### src/hdl/cfp_pkg.sv
// Shared types and constants for the configuration frame parser.
// No dependencies; the stream interface and the parser refer to it by scoped names.
package cfp_pkg;

    // default sizes for the top level parameters
    localparam int LAYER_COUNT_DEF  = 8;
    localparam int BUTTON_COUNT_DEF = 16;
    localparam int BINDING_MAX_DEF  = 16;
    localparam int LABEL_MAX_DEF    = 16;

    // frame marks and the layer mode code
    localparam logic [7:0] START_MARK = 8'h01;
    localparam logic [7:0] LABEL_MARK = 8'h02;
    localparam logic [7:0] END_MARK   = 8'h03;
    localparam logic [7:0] LAYER_MODE = 8'h02;

    // result kinds
    localparam logic [2:0] KIND_FAIL    = 3'd0;
    localparam logic [2:0] KIND_HEADER  = 3'd1;
    localparam logic [2:0] KIND_BINDING = 3'd2;
    localparam logic [2:0] KIND_LABEL   = 3'd3;
    localparam logic [2:0] KIND_STYLE   = 3'd4;
    localparam logic [2:0] KIND_SUCCESS = 3'd5;

    // width of field lengths and positions
    localparam int LEN_W = 5;

    // parse phases followed by the emit sequence
    typedef enum logic [3:0] {
        ST_IDLE,
        ST_LAYER,
        ST_KEY,
        ST_MODE,
        ST_BIND,
        ST_LABEL,
        ST_RED,
        ST_GREEN,
        ST_BLUE,
        ST_END,
        ST_BIND_RD,
        ST_BIND_OUT,
        ST_LABEL_RD,
        ST_LABEL_OUT,
        ST_SUCCESS
    } state_t;

    // input item
    typedef struct packed {
        logic [7:0] rx_byte;
    } rx_item_t;

    // result item
    typedef struct packed {
        logic [2:0]       kind;
        logic [2:0]       layer_index;
        logic [4:0]       key_index;
        logic [7:0]       mode_byte;
        logic [7:0]       data_byte;
        logic [LEN_W-1:0] position;
        logic [LEN_W-1:0] label_count;
        logic [7:0]       red;
        logic [7:0]       green;
        logic [7:0]       blue;
        logic [2:0]       highest_layer;
        logic             last;
    } result_t;

endpackage

### src/hdl/cfp_stream_if.sv
// Valid/ready channel carrying one item of a given payload type.
// Payload types come from cfp_pkg.
interface cfp_stream_if #(
    parameter type payload_t = cfp_pkg::rx_item_t
);
    logic     valid;
    logic     ready;
    payload_t data;

    modport source (output valid, output data, input ready);
    modport sink (input valid, input data, output ready);
endinterface

### src/hdl/config_frame_parser.sv
// Configuration frame parser: one received byte per item, results on a registered output.
// A byte that completes no frame is taken when the output is free; a fail result shows the cycle after.
// A finished key frame gives its header in the cycle after END, then each buffered byte
// (RAM read state, then output load state, which waits for a free output), then the success
// item, holding input off meanwhile; a style frame holds input off in the success state.
// Reset (rst_n low, asynchronous) returns to the start-byte wait with no output pending.
module config_frame_parser #(
    parameter int LAYER_COUNT  = cfp_pkg::LAYER_COUNT_DEF,
    parameter int BUTTON_COUNT = cfp_pkg::BUTTON_COUNT_DEF,
    parameter int BINDING_MAX  = cfp_pkg::BINDING_MAX_DEF,
    parameter int LABEL_MAX    = cfp_pkg::LABEL_MAX_DEF
) (
    input  logic       clk,
    input  logic       rst_n,
    cfp_stream_if.sink rx,
    cfp_stream_if.source res
);

    localparam int BIND_AW = (BINDING_MAX > 1) ? $clog2(BINDING_MAX) : 1;
    localparam int LABEL_AW = (LABEL_MAX > 1) ? $clog2(LABEL_MAX) : 1;
    localparam logic [8:0] LAYER_LIM = 9'(LAYER_COUNT);
    localparam logic [7:0] KEY_LIM = 8'(BUTTON_COUNT);
    localparam logic [4:0] STYLE_KEY = 5'(BUTTON_COUNT % 32);
    localparam logic [cfp_pkg::LEN_W-1:0] BIND_LIM = cfp_pkg::LEN_W'(BINDING_MAX);
    localparam logic [cfp_pkg::LEN_W-1:0] LABEL_LIM = cfp_pkg::LEN_W'(LABEL_MAX);

    cfp_pkg::state_t state_reg, state_next;
    logic [2:0]  frame_layer_reg, frame_layer_next;
    logic [4:0]  frame_key_reg, frame_key_next;
    logic [7:0]  frame_mode_reg, frame_mode_next;
    logic [cfp_pkg::LEN_W-1:0] bind_len_reg, bind_len_next;
    logic [cfp_pkg::LEN_W-1:0] label_len_reg, label_len_next;
    logic [cfp_pkg::LEN_W-1:0] emit_idx_reg, emit_idx_next;
    logic [23:0] colour_reg, colour_next;
    logic [2:0]  top_layer_reg, top_layer_next;
    logic        out_valid_reg, out_valid_next;
    cfp_pkg::result_t out_data_reg, out_data_next;

    logic [7:0] x;
    logic       parse_st;
    logic       out_free;
    logic       accept;
    logic       bind_take;
    logic [cfp_pkg::LEN_W-1:0] idx_inc;
    logic       bind_we, label_we;
    logic [7:0] bind_rdata, label_rdata;
    cfp_pkg::result_t fail_res;
    cfp_pkg::result_t item_res;

    // buffered field bytes
    cfp_ram #(.WIDTH(8), .DEPTH(BINDING_MAX)) u_bind_ram (
        .clk   (clk),
        .we    (bind_we),
        .waddr (bind_len_reg[BIND_AW-1:0]),
        .wdata (x),
        .raddr (emit_idx_reg[BIND_AW-1:0]),
        .rdata (bind_rdata)
    );

    cfp_ram #(.WIDTH(8), .DEPTH(LABEL_MAX)) u_label_ram (
        .clk   (clk),
        .we    (label_we),
        .waddr (label_len_reg[LABEL_AW-1:0]),
        .wdata (x),
        .raddr (emit_idx_reg[LABEL_AW-1:0]),
        .rdata (label_rdata)
    );

    // handshake and shared terms
    assign x        = rx.data.rx_byte;
    assign parse_st = (state_reg == cfp_pkg::ST_IDLE)  || (state_reg == cfp_pkg::ST_LAYER) ||
                      (state_reg == cfp_pkg::ST_KEY)   || (state_reg == cfp_pkg::ST_MODE)  ||
                      (state_reg == cfp_pkg::ST_BIND)  || (state_reg == cfp_pkg::ST_LABEL) ||
                      (state_reg == cfp_pkg::ST_RED)   || (state_reg == cfp_pkg::ST_GREEN) ||
                      (state_reg == cfp_pkg::ST_BLUE)  || (state_reg == cfp_pkg::ST_END);
    assign out_free = !out_valid_reg || res.ready;
    assign rx.ready = parse_st && out_free;
    assign accept   = rx.valid && rx.ready;
    assign bind_take = (x != cfp_pkg::LABEL_MARK) ||
                       ((bind_len_reg == '0) && (frame_mode_reg == cfp_pkg::LAYER_MODE));
    assign idx_inc  = emit_idx_reg + cfp_pkg::LEN_W'(1);

    assign res.valid = out_valid_reg;
    assign res.data  = out_data_reg;

    // next state
    always_comb
    begin
        state_next = state_reg;
        case (state_reg)
            cfp_pkg::ST_IDLE:
            begin
                if (accept && (x == cfp_pkg::START_MARK))
                begin
                    state_next = cfp_pkg::ST_LAYER;
                end
            end
            cfp_pkg::ST_LAYER:
            begin
                if (accept)
                begin
                    state_next = ({1'b0, x} < LAYER_LIM) ? cfp_pkg::ST_KEY : cfp_pkg::ST_IDLE;
                end
            end
            cfp_pkg::ST_KEY:
            begin
                if (accept)
                begin
                    state_next = (x <= KEY_LIM) ? cfp_pkg::ST_MODE : cfp_pkg::ST_IDLE;
                end
            end
            cfp_pkg::ST_MODE:
            begin
                if (accept)
                begin
                    state_next = (frame_key_reg == STYLE_KEY) ? cfp_pkg::ST_RED
                                                               : cfp_pkg::ST_BIND;
                end
            end
            cfp_pkg::ST_BIND:
            begin
                if (accept)
                begin
                    if (!bind_take)
                    begin
                        state_next = cfp_pkg::ST_LABEL;
                    end
                    else if (bind_len_reg >= BIND_LIM)
                    begin
                        state_next = cfp_pkg::ST_IDLE;
                    end
                end
            end
            cfp_pkg::ST_LABEL:
            begin
                if (accept)
                begin
                    if (x == cfp_pkg::END_MARK)
                    begin
                        if (bind_len_reg != '0)
                        begin
                            state_next = cfp_pkg::ST_BIND_RD;
                        end
                        else if (label_len_reg != '0)
                        begin
                            state_next = cfp_pkg::ST_LABEL_RD;
                        end
                        else
                        begin
                            state_next = cfp_pkg::ST_SUCCESS;
                        end
                    end
                    else if (label_len_reg >= LABEL_LIM)
                    begin
                        state_next = cfp_pkg::ST_IDLE;
                    end
                end
            end
            cfp_pkg::ST_RED:
            begin
                if (accept)
                begin
                    state_next = cfp_pkg::ST_GREEN;
                end
            end
            cfp_pkg::ST_GREEN:
            begin
                if (accept)
                begin
                    state_next = cfp_pkg::ST_BLUE;
                end
            end
            cfp_pkg::ST_BLUE:
            begin
                if (accept)
                begin
                    state_next = cfp_pkg::ST_END;
                end
            end
            cfp_pkg::ST_END:
            begin
                if (accept)
                begin
                    state_next = (x == cfp_pkg::END_MARK) ? cfp_pkg::ST_SUCCESS
                                                           : cfp_pkg::ST_IDLE;
                end
            end
            cfp_pkg::ST_BIND_RD:
            begin
                state_next = cfp_pkg::ST_BIND_OUT;
            end
            cfp_pkg::ST_BIND_OUT:
            begin
                if (out_free)
                begin
                    if (idx_inc < bind_len_reg)
                    begin
                        state_next = cfp_pkg::ST_BIND_RD;
                    end
                    else if (label_len_reg != '0)
                    begin
                        state_next = cfp_pkg::ST_LABEL_RD;
                    end
                    else
                    begin
                        state_next = cfp_pkg::ST_SUCCESS;
                    end
                end
            end
            cfp_pkg::ST_LABEL_RD:
            begin
                state_next = cfp_pkg::ST_LABEL_OUT;
            end
            cfp_pkg::ST_LABEL_OUT:
            begin
                if (out_free)
                begin
                    state_next = (idx_inc < label_len_reg) ? cfp_pkg::ST_LABEL_RD
                                                            : cfp_pkg::ST_SUCCESS;
                end
            end
            cfp_pkg::ST_SUCCESS:
            begin
                if (out_free)
                begin
                    state_next = cfp_pkg::ST_IDLE;
                end
            end
            default:
            begin
                state_next = cfp_pkg::ST_IDLE;
            end
        endcase
    end

    // frame registers, buffer writes and result loads
    always_comb
    begin
        frame_layer_next = frame_layer_reg;
        frame_key_next   = frame_key_reg;
        frame_mode_next  = frame_mode_reg;
        bind_len_next    = bind_len_reg;
        label_len_next   = label_len_reg;
        emit_idx_next    = emit_idx_reg;
        colour_next      = colour_reg;
        top_layer_next   = top_layer_reg;
        out_valid_next   = out_valid_reg && !res.ready;
        out_data_next    = out_data_reg;
        bind_we          = 1'b0;
        label_we         = 1'b0;

        fail_res               = '0;
        fail_res.kind          = cfp_pkg::KIND_FAIL;
        fail_res.highest_layer = top_layer_reg;
        fail_res.last          = 1'b1;

        item_res               = '0;
        item_res.layer_index   = frame_layer_reg;
        item_res.key_index     = frame_key_reg;
        item_res.position      = emit_idx_reg;
        item_res.highest_layer = top_layer_reg;

        case (state_reg)
            cfp_pkg::ST_IDLE:
            begin
                if (accept && (x != cfp_pkg::START_MARK))
                begin
                    out_valid_next = 1'b1;
                    out_data_next  = fail_res;
                end
            end
            cfp_pkg::ST_LAYER:
            begin
                if (accept)
                begin
                    if ({1'b0, x} < LAYER_LIM)
                    begin
                        frame_layer_next = x[2:0];
                    end
                    else
                    begin
                        out_valid_next = 1'b1;
                        out_data_next  = fail_res;
                    end
                end
            end
            cfp_pkg::ST_KEY:
            begin
                if (accept)
                begin
                    if (x <= KEY_LIM)
                    begin
                        frame_key_next = x[4:0];
                    end
                    else
                    begin
                        out_valid_next = 1'b1;
                        out_data_next  = fail_res;
                    end
                end
            end
            cfp_pkg::ST_MODE:
            begin
                if (accept)
                begin
                    frame_mode_next = x;
                    if (frame_key_reg != STYLE_KEY)
                    begin
                        bind_len_next = '0;
                    end
                end
            end
            cfp_pkg::ST_BIND:
            begin
                if (accept)
                begin
                    if (!bind_take)
                    begin
                        label_len_next = '0;
                    end
                    else if (bind_len_reg >= BIND_LIM)
                    begin
                        bind_len_next  = '0;
                        out_valid_next = 1'b1;
                        out_data_next  = fail_res;
                    end
                    else
                    begin
                        bind_we       = 1'b1;
                        bind_len_next = bind_len_reg + cfp_pkg::LEN_W'(1);
                    end
                end
            end
            cfp_pkg::ST_LABEL:
            begin
                if (accept)
                begin
                    if (x == cfp_pkg::END_MARK)
                    begin
                        // key frame done: raise top layer, show header
                        if (frame_layer_reg > top_layer_reg)
                        begin
                            top_layer_next = frame_layer_reg;
                        end
                        out_valid_next              = 1'b1;
                        out_data_next               = item_res;
                        out_data_next.kind          = cfp_pkg::KIND_HEADER;
                        out_data_next.mode_byte     = frame_mode_reg;
                        out_data_next.position      = bind_len_reg;
                        out_data_next.label_count   = label_len_reg;
                        out_data_next.highest_layer = top_layer_next;
                        emit_idx_next               = '0;
                    end
                    else if (label_len_reg >= LABEL_LIM)
                    begin
                        bind_len_next  = '0;
                        label_len_next = '0;
                        out_valid_next = 1'b1;
                        out_data_next  = fail_res;
                    end
                    else
                    begin
                        label_we       = 1'b1;
                        label_len_next = label_len_reg + cfp_pkg::LEN_W'(1);
                    end
                end
            end
            cfp_pkg::ST_RED:
            begin
                if (accept)
                begin
                    colour_next[23:16] = x;
                end
            end
            cfp_pkg::ST_GREEN:
            begin
                if (accept)
                begin
                    colour_next[15:8] = x;
                end
            end
            cfp_pkg::ST_BLUE:
            begin
                if (accept)
                begin
                    colour_next[7:0] = x;
                end
            end
            cfp_pkg::ST_END:
            begin
                if (accept)
                begin
                    out_valid_next = 1'b1;
                    if (x == cfp_pkg::END_MARK)
                    begin
                        out_data_next           = item_res;
                        out_data_next.kind      = cfp_pkg::KIND_STYLE;
                        out_data_next.mode_byte = frame_mode_reg;
                        out_data_next.position  = '0;
                        out_data_next.red       = colour_reg[23:16];
                        out_data_next.green     = colour_reg[15:8];
                        out_data_next.blue      = colour_reg[7:0];
                    end
                    else
                    begin
                        out_data_next = fail_res;
                    end
                end
            end
            cfp_pkg::ST_BIND_OUT:
            begin
                // read data for emit_idx arrived in the read state
                if (out_free)
                begin
                    out_valid_next          = 1'b1;
                    out_data_next           = item_res;
                    out_data_next.kind      = cfp_pkg::KIND_BINDING;
                    out_data_next.data_byte = bind_rdata;
                    emit_idx_next = (idx_inc < bind_len_reg) ? idx_inc : '0;
                end
            end
            cfp_pkg::ST_LABEL_OUT:
            begin
                if (out_free)
                begin
                    out_valid_next          = 1'b1;
                    out_data_next           = item_res;
                    out_data_next.kind      = cfp_pkg::KIND_LABEL;
                    out_data_next.data_byte = label_rdata;
                    emit_idx_next           = idx_inc;
                end
            end
            cfp_pkg::ST_SUCCESS:
            begin
                if (out_free)
                begin
                    out_valid_next = 1'b1;
                    out_data_next  = fail_res;
                    out_data_next.kind = cfp_pkg::KIND_SUCCESS;
                end
            end
            default:
            begin
            end
        endcase
    end

    // control registers
    always_ff @(posedge clk or negedge rst_n)
    begin
        if (!rst_n)
        begin
            state_reg       <= cfp_pkg::ST_IDLE;
            frame_layer_reg <= '0;
            frame_key_reg   <= '0;
            frame_mode_reg  <= '0;
            bind_len_reg    <= '0;
            label_len_reg   <= '0;
            emit_idx_reg    <= '0;
            colour_reg      <= '0;
            top_layer_reg   <= '0;
            out_valid_reg   <= 1'b0;
        end
        else
        begin
            state_reg       <= state_next;
            frame_layer_reg <= frame_layer_next;
            frame_key_reg   <= frame_key_next;
            frame_mode_reg  <= frame_mode_next;
            bind_len_reg    <= bind_len_next;
            label_len_reg   <= label_len_next;
            emit_idx_reg    <= emit_idx_next;
            colour_reg      <= colour_next;
            top_layer_reg   <= top_layer_next;
            out_valid_reg   <= out_valid_next;
        end
    end

    // output payload register
    always_ff @(posedge clk)
    begin
        out_data_reg <= out_data_next;
    end

endmodule

### src/hdl/cfp_ram.sv
// Generic single-port-write, single-port-read RAM with registered read.
// No dependencies.
module cfp_ram #(
    parameter int WIDTH = 8,
    parameter int DEPTH = 16,
    localparam int AW = (DEPTH > 1) ? $clog2(DEPTH) : 1
) (
    input  logic             clk,
    input  logic             we,
    input  logic [AW-1:0]    waddr,
    input  logic [WIDTH-1:0] wdata,
    input  logic [AW-1:0]    raddr,
    output logic [WIDTH-1:0] rdata
);

    logic [WIDTH-1:0] mem [DEPTH];

    // write port and registered read port
    always_ff @(posedge clk)
    begin
        if (we)
        begin
            mem[waddr] <= wdata;
        end
        rdata <= mem[raddr];
    end

endmodule
### src/flat_wrapper.sv
// flat-port wrapper written by rule: the top's interface ports become plain ports
module config_frame_parser_flat 
#(
    parameter int LAYER_COUNT  = cfp_pkg::LAYER_COUNT_DEF,
    parameter int BUTTON_COUNT = cfp_pkg::BUTTON_COUNT_DEF,
    parameter int BINDING_MAX  = cfp_pkg::BINDING_MAX_DEF,
    parameter int LABEL_MAX    = cfp_pkg::LABEL_MAX_DEF
)
  (clk, rst_n, rx_valid, rx_data, rx_ready, res_valid, res_data, res_ready);
  cfp_stream_if rx_i ();
  cfp_stream_if res_i ();
  input  logic clk;
  input  logic rst_n;
  input wire logic [$bits(rx_i.valid)-1:0] rx_valid;
  input wire logic [$bits(rx_i.data)-1:0] rx_data;
  output wire logic [$bits(rx_i.ready)-1:0] rx_ready;
  output wire logic [$bits(res_i.valid)-1:0] res_valid;
  output wire logic [$bits(res_i.data)-1:0] res_data;
  input wire logic [$bits(res_i.ready)-1:0] res_ready;
  assign rx_i.valid = rx_valid;
  assign rx_i.data = rx_data;
  assign rx_ready = rx_i.ready;
  assign res_valid = res_i.valid;
  assign res_data = res_i.data;
  assign res_i.ready = res_ready;
  config_frame_parser #(.LAYER_COUNT(LAYER_COUNT), .BUTTON_COUNT(BUTTON_COUNT), .BINDING_MAX(BINDING_MAX), .LABEL_MAX(LABEL_MAX)) u_core (.clk(clk), .rst_n(rst_n), .rx(rx_i), .res(res_i));
endmodule
### config.mk
export PLATFORM = sky130hd
export DESIGN_NAME = config_frame_parser_flat
export DESIGN_NICKNAME = d
export VERILOG_FILES = /design/src/hdl/cfp_pkg.sv /design/src/hdl/cfp_stream_if.sv /design/src/hdl/config_frame_parser.sv /design/src/hdl/cfp_ram.sv /design/src/flat_wrapper.sv
export SDC_FILE = /design/constraint.sdc
export NUM_CORES = 1
export LEC_CHECK = 0
export ABC_AREA = 1
export BUFFER_PORTS_ARGS = -buffer_cell sky130_fd_sc_hd__buf_2
export CORE_MARGIN = 2
export CORE_UTILIZATION = 60
export DETAILED_ROUTE_END_ITERATION = 16
export MAX_ROUTING_LAYER = met4
export PLACE_DENSITY = 0.8
export SYNTH_ARGS = -nofsm -noshare
export SYNTH_HDL_FRONTEND = slang
export SYNTH_SLANG_ARGS = --single-unit
### constraint.sdc
create_clock -name clk -period 3.35 [get_ports clk]
set_input_delay 0.8375 -clock clk [delete_from_list [all_inputs] [get_ports clk]]
set_output_delay 0.8375 -clock clk [all_outputs]
set_load 0.01 [all_outputs]
; ---- Yosys cells after proc, flatten, opt, wreduce, memory -nomap -nowiden
; Index checks and enable logic that the tools add are counted.
[op_classes]
mux = 79
n_shift = 0
n_div = 0
n_lt_le_gt_ge = 7
n_addsub = 3
reduce_logical = 38
mul = 0
n_eq_ne = 46
bitwise = 0
[ops]
columns = cell, n
row1 = $mux 8, 16
row2 = $mux 5, 18
row3 = $mux 4, 20
row4 = $pmux 8 s9, 1
row5 = $pmux 4 s15, 1
row6 = $pmux 5 s3, 2
row7 = $reduce_and 15->1, 2
row8 = $eq 4x4->1 const B, 7
row9 = $ne 2x1->1 const B, 13
row10 = $ne 2x2->1 const B, 10
row11 = $eq 4x3->1 const B, 4
row12 = $eq 8x2->1 const B, 2
row13 = $add 5x1->5 const B, 3
row14 = $mux 1, 13
row15 = $logic_or 1x1->1, 11
row16 = $ge 5x5->1 const B, 2
row17 = $lt 5x5->1, 2
row18 = $mux 2, 5
row19 = $pmux 5 s2, 1
row20 = $reduce_and 5->1, 2
row21 = $reduce_bool 5->1, 2
row22 = $reduce_and 3->1, 3
row23 = $reduce_bool 9->1, 1
row24 = $eq 4x2->1 const B, 2
row25 = other kinds (21), 30
[word_totals]
ramBits = 0
input_bits = 12
n_memories = 0
rom_bits = 0
latchBits = 0
ff_bits = 51
elab_cells = 186

; ---- Logic depth before layout (Yosys ltp)
; Gate-level depths: netlist of run 1.
[depth]
ltp_word = 15
ltp_mapped = 14
ltp_nobuf = 14

; ---- Least setup slack after synthesis of run 1
; No wires, ideal clock.
[synth_timing]
path_kind = input to register
startpoint = input rx_data[3]
endpoint = register u_core.out_data_reg, in the netlist u_core.res.data[0] (enable)
setup_time_ps = 370
setup_slack_ps = 1004
path_stages = 9
path_buffers = 0
arrival_time_ps = 1976
cell_sequence = nor2_1 nand2_1 nor2_4 nor2_2 nand2_1 nand2_1 inv_2 nand4_1 nor2_1
[synth_between]
elab_chain_len = 4
word_cells_on_any_way = 13
[synth_lines]
columns = item, line_no
row1 = from (decl), flat_wrapper.sv:15  ; input wire logic [$bits(rx_i.data)-1:0] rx_data;
row2 = "parallel branches: the longest is 3 deep, another holds $lt 8x4->1", --
row3 = $reduce_and 15->1 (no line) (*), --
row4 = to (signal assigned), config_frame_parser.sv:482  ; out_data_reg <= out_data_next;
row5 = to (decl), config_frame_parser.sv:37  ; cfp_pkg::result_t out_data_reg, out_data_next;
; Mark *: on every way between the ends.
; A chain may end at the register's enable or synchronous reset.

; ---- Worst setup path after layout of run 1
[layout_timing]
startpoint = input rx_data[3]
endpoint = register u_core.out_data_reg, in the netlist u_core.res.data[1] (enable)
; The elaborated chain is that of the path after synthesis.

==> results of run 1 <==
per-stage QoR:
stage	hold WS (ns)	setup WS, ns	instance area (sq um)	utilization
after floorplan	0.449	1.00	3310	-
after global placement	0.462	0.667	3490	0.646
after detailed placement	0.471	0.594	3490	0.646
after CTS	0.493	0.931	3580	0.662
after global routing	0.535	0.706	3580	0.662
final	0.491	0.934	3580	0.662
worst max-delay path, stage by stage:
cell,delay [ns]
buf_2,0.13
nor2_1,0.21
nand2_1,0.14
nor2_4,0.19
nor2_2,0.08
nand2_1,0.07
nand2_1,0.06
inv_2,0.07
nand4_1,0.09
nor2_1,0.49
per-layer routing:
metal / vias up / GRT usage
met2: 73 / 0.441
met4: 0 / 0.0702
li1: 1500 / -
met1: 1345 / 0.366
met5: - / -
met3: 6 / 0.0379
final cells by class:
cell class,count,area share
repair buffers,21,0.0294
flip-flops and latches,51,0.368
well taps,72,0.0252
clock buffers,6,0.0203
multi-input cells,334,0.488
inverters,62,0.0650
clock inverters,2,0.00454
cells in the final DEF, fill, tap and decap left out, drive strengths merged, types with 2 or more instances in the layout:
cell type,Yosys,routed
a21oi,14,14
buf,2,21
clkbuf,0,6
dfrtp,43,43
edfxtp,8,8
ha,16,16
inv,61,62
nand2,142,142
nand3,24,24
nand4,11,11
nor2,66,66
nor3,2,2
nor4,5,5
o21a,2,2
o21ai,43,43
o22ai,3,3
xor2,2,2
power by group through the flow:
stage               Combinational [mW]  Clock (mW)  Sequential (mW)
detailed placement               0.499           0            0.837
finish                           0.501       0.360            0.825
global route                     0.576       0.386            0.841
CTS                              0.502       0.369            0.826
global placement                 0.494           0            0.833
floorplan                        0.355           0            0.835
worst paths after layout:
kind	startpoint	endpoint	slack, ns	cells after the start
worst max register to register	u_core.emit_idx_reg[0]	u_core.state_reg[2]	0.98	14
worst max-delay path	rx_data[3]	u_core.res.data[1]	0.93	10
worst min-delay path	u_core.bind_len_reg[3]	u_core.bind_len_reg[3]	0.49	2
worst min register to register	u_core.bind_len_reg[3]	u_core.bind_len_reg[3]	0.49	2
max in group asynchronous	rst_n	u_core.bind_len_reg[4]	2.07	1
min in group asynchronous	rst_n	u_core.top_layer_reg[2]	0.67	1
cells by family (layout without fill, tap and decap cells):
kind of cell	after synthesis	in the layout	synth area share
fa+ha+maj	16	16	0.0604
xor+xnor	3	3	0.00793
mux	1	1	0.00340
simple gates	251	251	0.352
buf+inv	64	91	0.0752
flops	51	51	0.397
compound gates	63	63	0.104
cell usage after synthesis (3+ instances only):
| cell type | instances |
|---|---|
| a21oi_1 | 13 |
| nor2_4 | 12 |
| edfxtp_1 | 8 |
| ha_1 | 16 |
| nand3_1 | 21 |
| nand4_1 | 11 |
| inv_2 | 10 |
| nor4_1 | 5 |
| nor2_1 | 50 |
| o21ai_1 | 10 |
| nand2_2 | 10 |
| nand2_1 | 131 |
| inv_1 | 51 |
| dfrtp_1 | 43 |
| nor2_2 | 4 |
| nand3_2 | 3 |
| o21ai_0 | 31 |
==> reports/results.tsv, run 1 <==
stage	metric	value	unit
routing	Routed met1 length	3420	um
place	number of port buffers	21	
pwr	Pleak	1.78	nW
cells_and_area	layout cells sized above 1	0.151	
timing	Fmax achieved	414	MHz
synthesis	most area-consuming cells after synthesis	dfrtp_1, nand2_1, edfxtp_1, ha_1, inv_1	
timing	setup TNS	0	ns
synthesis	Synth cell types	32	
floorplan	die area	0.00613	sq mm
routing	met2 WL	3480	um
timing	Final Hold Fails	0	
clocking	CTS Buf Count	5	
grt	largest net degree at the start of global routing	44	
timing	Worst-Margin Slew	0.970	ns
routing	Post-DRT Antenna Nets	0	
grt	Overall Global Routing Usage	0.272	
clocking	post-CTS sizing	0	
routing	DR iter-0 viols	176	
synthesis	Mapped Area	0.00331	sq mm
pwr	PwrDens	471	mW/mm^2
routing	Routed wire per std cell	13.4	um
pwr	VDD IR max	0.000287	V
pwr	Flop pwr share	0.489	
setup_path	Worst EP required	3.30	ns
cells_and_area	Fillers	476	
synthesis	Ys Warns	0	
cells_and_area	number of diodes	0	
routing	final wirelength	7320	um
floorplan	Die Ht	78.3	um
cells_and_area	Reg area	0.00132	sq mm
cells_and_area	multi-input logic area	0.00175	sq mm
floorplan	Initial Utilization	0.613	
clocking	clk buf depth	2	
routing	DR WL met3	350	um
pwr	total chip power	1.69	mW
synthesis	post-synth top area share	0.325	
cells_and_area	Layout area overhead	8.08	%
grt	GR Overflow Total	0	
synthesis	share of flip-flops with an asynchronous set or reset	0.843	
synthesis	sequential share of the synthesized area	0.397	
place	Final HPWL DP	5770	um
outcome	status	complete, no violations	
timing	# setup viols final	0	
synthesis	Syn Nets	477	
pwr	Comb pwr share	0.297	
setup_path	WS Path Type	in -> reg	
timing	Max Slew Vio Count	0	
routing	Avg Vias per Cell	5.34	
clocking	clock slew at reported path FFs	0.10	ns
floorplan	Site Rows	27	
routing	DR top layer	met4	
routing	DRC Markers	0	
grt	first-pass GRT wire length	12900	um
pwr	P_sw	0.621	mW
clocking	Worst-Skew Late Latency	0.31	ns
grt	vias in the first global route	2818	
setup_path	worst-path maximum fanout	8	
synthesis	Post-Syn Area per Cell	7.38	sq um
clocking	Root Driver	clkbuf_8	
cells_and_area	final non-filler cell total	548	
setup_path	crit start category	primary input	
synthesis	Post-synth EDFFs	8	
clocking	htree depth	2	
timing	Final Skew	0.0133	ns
pwr	Int Pwr	1.07	mW
floorplan	Core ar.	0.00541	sq mm
clocking	Setup Buffers After CTS	0	
place	DP Cell Count	540	
setup_path	CP Capture Type	register	
pwr	Clock Power Share	0.214	
synthesis	Most used DFF post-synth	dfrtp_1	
clocking	TritonCTS clock tree	yes	
pwr	Sw Ratio	0.368	
min_path	worst min path class	reg -> reg	
timing	worst rel slew slack	0.353	
timing	unrepaired setup endpoints after global routing	no	
timing	crit path time final	2.42	ns
grt	initial antenna violation count	0	
floorplan	I/O pins	22	
routing	DR vias	2924	
setup_path	arrival time at the worst endpoint	2.37	ns
routing	DRT Pass-1 Iters	4	
synthesis	Yosys reg bits	51	
synthesis	Syn Inst Count	449	
cells_and_area	nets	503	
clocking	Num Clock Sinks	51	
timing	Final period util	0.721	
floorplan	die span in x	78.3	um
place	GPL Wtd Cong	0.987	
clocking	# hold bufs at CTS	0	
job	max-cap violations	0	
synthesis	largest area contributor in the netlist	dfrtp_1	
Note: power is estimated with default switching activity, not from simulation.
==> run 2, diff against run 1 <==
==> constraint.sdc (replaced) <==
create_clock -name clk -period 2.4 [get_ports clk]
set_input_delay 0.6 -clock clk [delete_from_list [all_inputs] [get_ports clk]]
set_output_delay 0.6 -clock clk [all_outputs]
set_load 0.01 [all_outputs]
==> reports/results.tsv, run 2 (synthesized netlist as in run 1, its figures left out) <==
stage	metric	value	unit
timing	worst rel slew slack	0.675	
pwr	Pleak	1.83	nW
setup_path	CP dominant cell by count	nand2_1	
grt	Overall Global Routing Usage	0.258	
clocking	Worst-Skew Late Latency	0.31	ns
floorplan	die span in x	78.3	um
timing	Max Slew Vio Count	0	
routing	Routed wire per std cell	13.0	um
setup_path	crit-path cells	ha_1, nand3_2, xor2_2, inv_1, ha_1, nand3_1, nand2_1, nor2_1, nand2_1, nand2_1, nand3_1, or2_1, nand2_1, nand2_1	
floorplan	Die Ht	78.3	um
place	Final HPWL DP	5700	um
setup_path	slowest cell on the critical path	dfrtp_2	
setup_path	WS Path Type	reg -> reg	
setup_path	crit start category	register	
setup_path	arrival time at the worst endpoint	2.40	ns
cells_and_area	final non-filler cell total	555	
job	max-cap violations	0	
routing	DRT Pass-1 Iters	5	
setup_path	worst-path maximum fanout	4	
pwr	total chip power	2.39	mW
place	number of port buffers	21	
timing	unrepaired setup endpoints after global routing	no	
floorplan	Initial Utilization	0.613	
timing	# setup viols final	0	
pwr	VDD IR max	0.000396	V
clocking	Num Clock Sinks	51	
routing	DR iter-0 viols	249	
timing	Worst-Margin Slew	0.488	ns
timing	setup TNS	0	ns
min_path	worst min path class	in -> async	
clocking	# hold bufs at CTS	0	
routing	Post-DRT Antenna Nets	0	
cells_and_area	Fillers	487	
cells_and_area	number of diodes	0	
floorplan	Site Rows	27	
floorplan	die area	0.00613	sq mm
pwr	Flop pwr share	0.478	
cells_and_area	commonest non-fill, non-tap cell in the layout	nand2_1	
cells_and_area	layout cells sized above 1	0.170	
timing	crit path time final	2.20	ns
pwr	Comb pwr share	0.313	
clocking	Root Driver	clkbuf_8	
cells_and_area	nets	510	
pwr	Sw Ratio	0.366	
grt	initial antenna violation count	0	
timing	Final period util	0.917	
routing	Avg Vias per Cell	5.32	
clocking	TritonCTS clock tree	yes	
pwr	P_sw	0.874	mW
setup_path	CP max stage delay	0.44	ns
grt	first-pass GRT wire length	12300	um
setup_path	Worst EP required	2.60	ns
pwr	Clock Power Share	0.209	
timing	Final Hold Fails	0	
routing	final wirelength	7220	um
grt	GR Overflow Total	0	
clocking	htree depth	2	
routing	DRC Markers	0	
grt	largest net degree at the start of global routing	25	
pwr	PwrDens	653	mW/mm^2
clocking	clk buf depth	2	
floorplan	Core ar.	0.00541	sq mm
cells_and_area	Layout area overhead	10.5	%
pwr	Int Pwr	1.51	mW
place	GPL Wtd Cong	1.04	
clocking	CTS Buf Count	5	
outcome	status	complete, no violations	
floorplan	I/O pins	22	
clocking	clock slew at reported path FFs	0.10	ns
timing	Fmax achieved	454	MHz
timing	Final Skew	0.0105	ns
setup_path	CP Capture Type	register	
routing	DR vias	2951	
place	DP Cell Count	546	
cells_and_area	most frequent cells in the layout	nand2_1, inv_1, nor2_1, dfrtp_1, o21ai_0	
grt	vias in the first global route	2646	
## run 2: changes by cell type in the layout (fill, tap and decap cells not counted), sizes merged
cell | before | now
buf | 21 | 28
clkinv | 1 | 3
clkinvlp | 1 | 0
inv | 62 | 61
## run 2: path summary, 6_finish.rpt
| kind | slack, ns | start | depth (start not counted) | endpoint |
|---|---|---|---|---|
| max reg2reg | 0.20 | u_core.emit_idx_reg[0] | 14 | u_core.state_reg[2] |
| max | 0.20 | u_core.emit_idx_reg[0] | 14 | u_core.state_reg[2] |
| min reg2reg | 0.49 | u_core.bind_len_reg[3] | 2 | u_core.bind_len_reg[3] |
| max in group asynchronous | 1.67 | rst_n | 2 | u_core.emit_idx_reg[0] |
| min | 0.24 | rst_n | 1 | u_core.frame_layer_reg[0] |
| min in group clk | 0.49 | u_core.bind_len_reg[3] | 2 | u_core.bind_len_reg[3] |
## run 2: power by group through the flow
stage | Combinational (mW) | Sequential (mW) | Clock (mW)
after floorplan | 0.496 | 1.17 | 0
after global placement | 0.723 | 1.16 | 0
after detailed placement | 0.736 | 1.16 | 0
after CTS | 0.739 | 1.14 | 0.512
after global routing | 0.836 | 1.16 | 0.536
final | 0.747 | 1.14 | 0.500
## run 2: repair_timing
action | in CTS | in global routing
hold endpoints to repair | 0 | 0
endpoints found under the setup margin | 0 | 4
gates resized for setup | 0 | 3
buffers inserted | 0 | 1
## run 2: critical path, delay by kind of cell (launching register included)
family / cells / cell delay (ns)
DFF: 1 / 0.44
and+or+nand+nor: 10 / 0.88
xor gates and xnor gates: 1 / 0.16
buffers and inverters: 1 / 0.08
adders and majority gates: 2 / 0.53
## run 2: area by class of cell
type                       count  area [sq um]  area share
multi-input combinational    334          1760       0.481
sequential                    51          1320       0.360
inverter                      62           233      0.0636
timing repair buffer          28           170      0.0465
tap                           72          90.1      0.0246
clock buffer                   6          72.6      0.0198
clock inverter                 2          17.5     0.00479
## run 2: per-layer routing
| layer | vias to the layer above | share of wire | routed length (um) | GRT usage |
|---|---|---|---|---|
| met4 | 0 | 0.012 | 83 | 0.0649 |
| met5 | - | 0 | 0 | - |
| met2 | 76 | 0.46 | 3300 | 0.403 |
| met3 | 9 | 0.051 | 371 | 0.0356 |
| met1 | 1356 | 0.48 | 3460 | 0.358 |
| li1 | 1510 | - | - | - |
## run 2: stage by stage
stage,cell area [sq um],worst slack (ns),hold WS [ns],utilization
after detailed placement,3550,0.157,0.470,0.656
after floorplan,3310,0.291,0.304,-
after global placement,3550,0.223,0.464,0.656
final,3660,0.199,0.242,0.677
after global routing,3660,0.0186,0.278,0.677
after CTS,3640,0.126,0.253,0.673
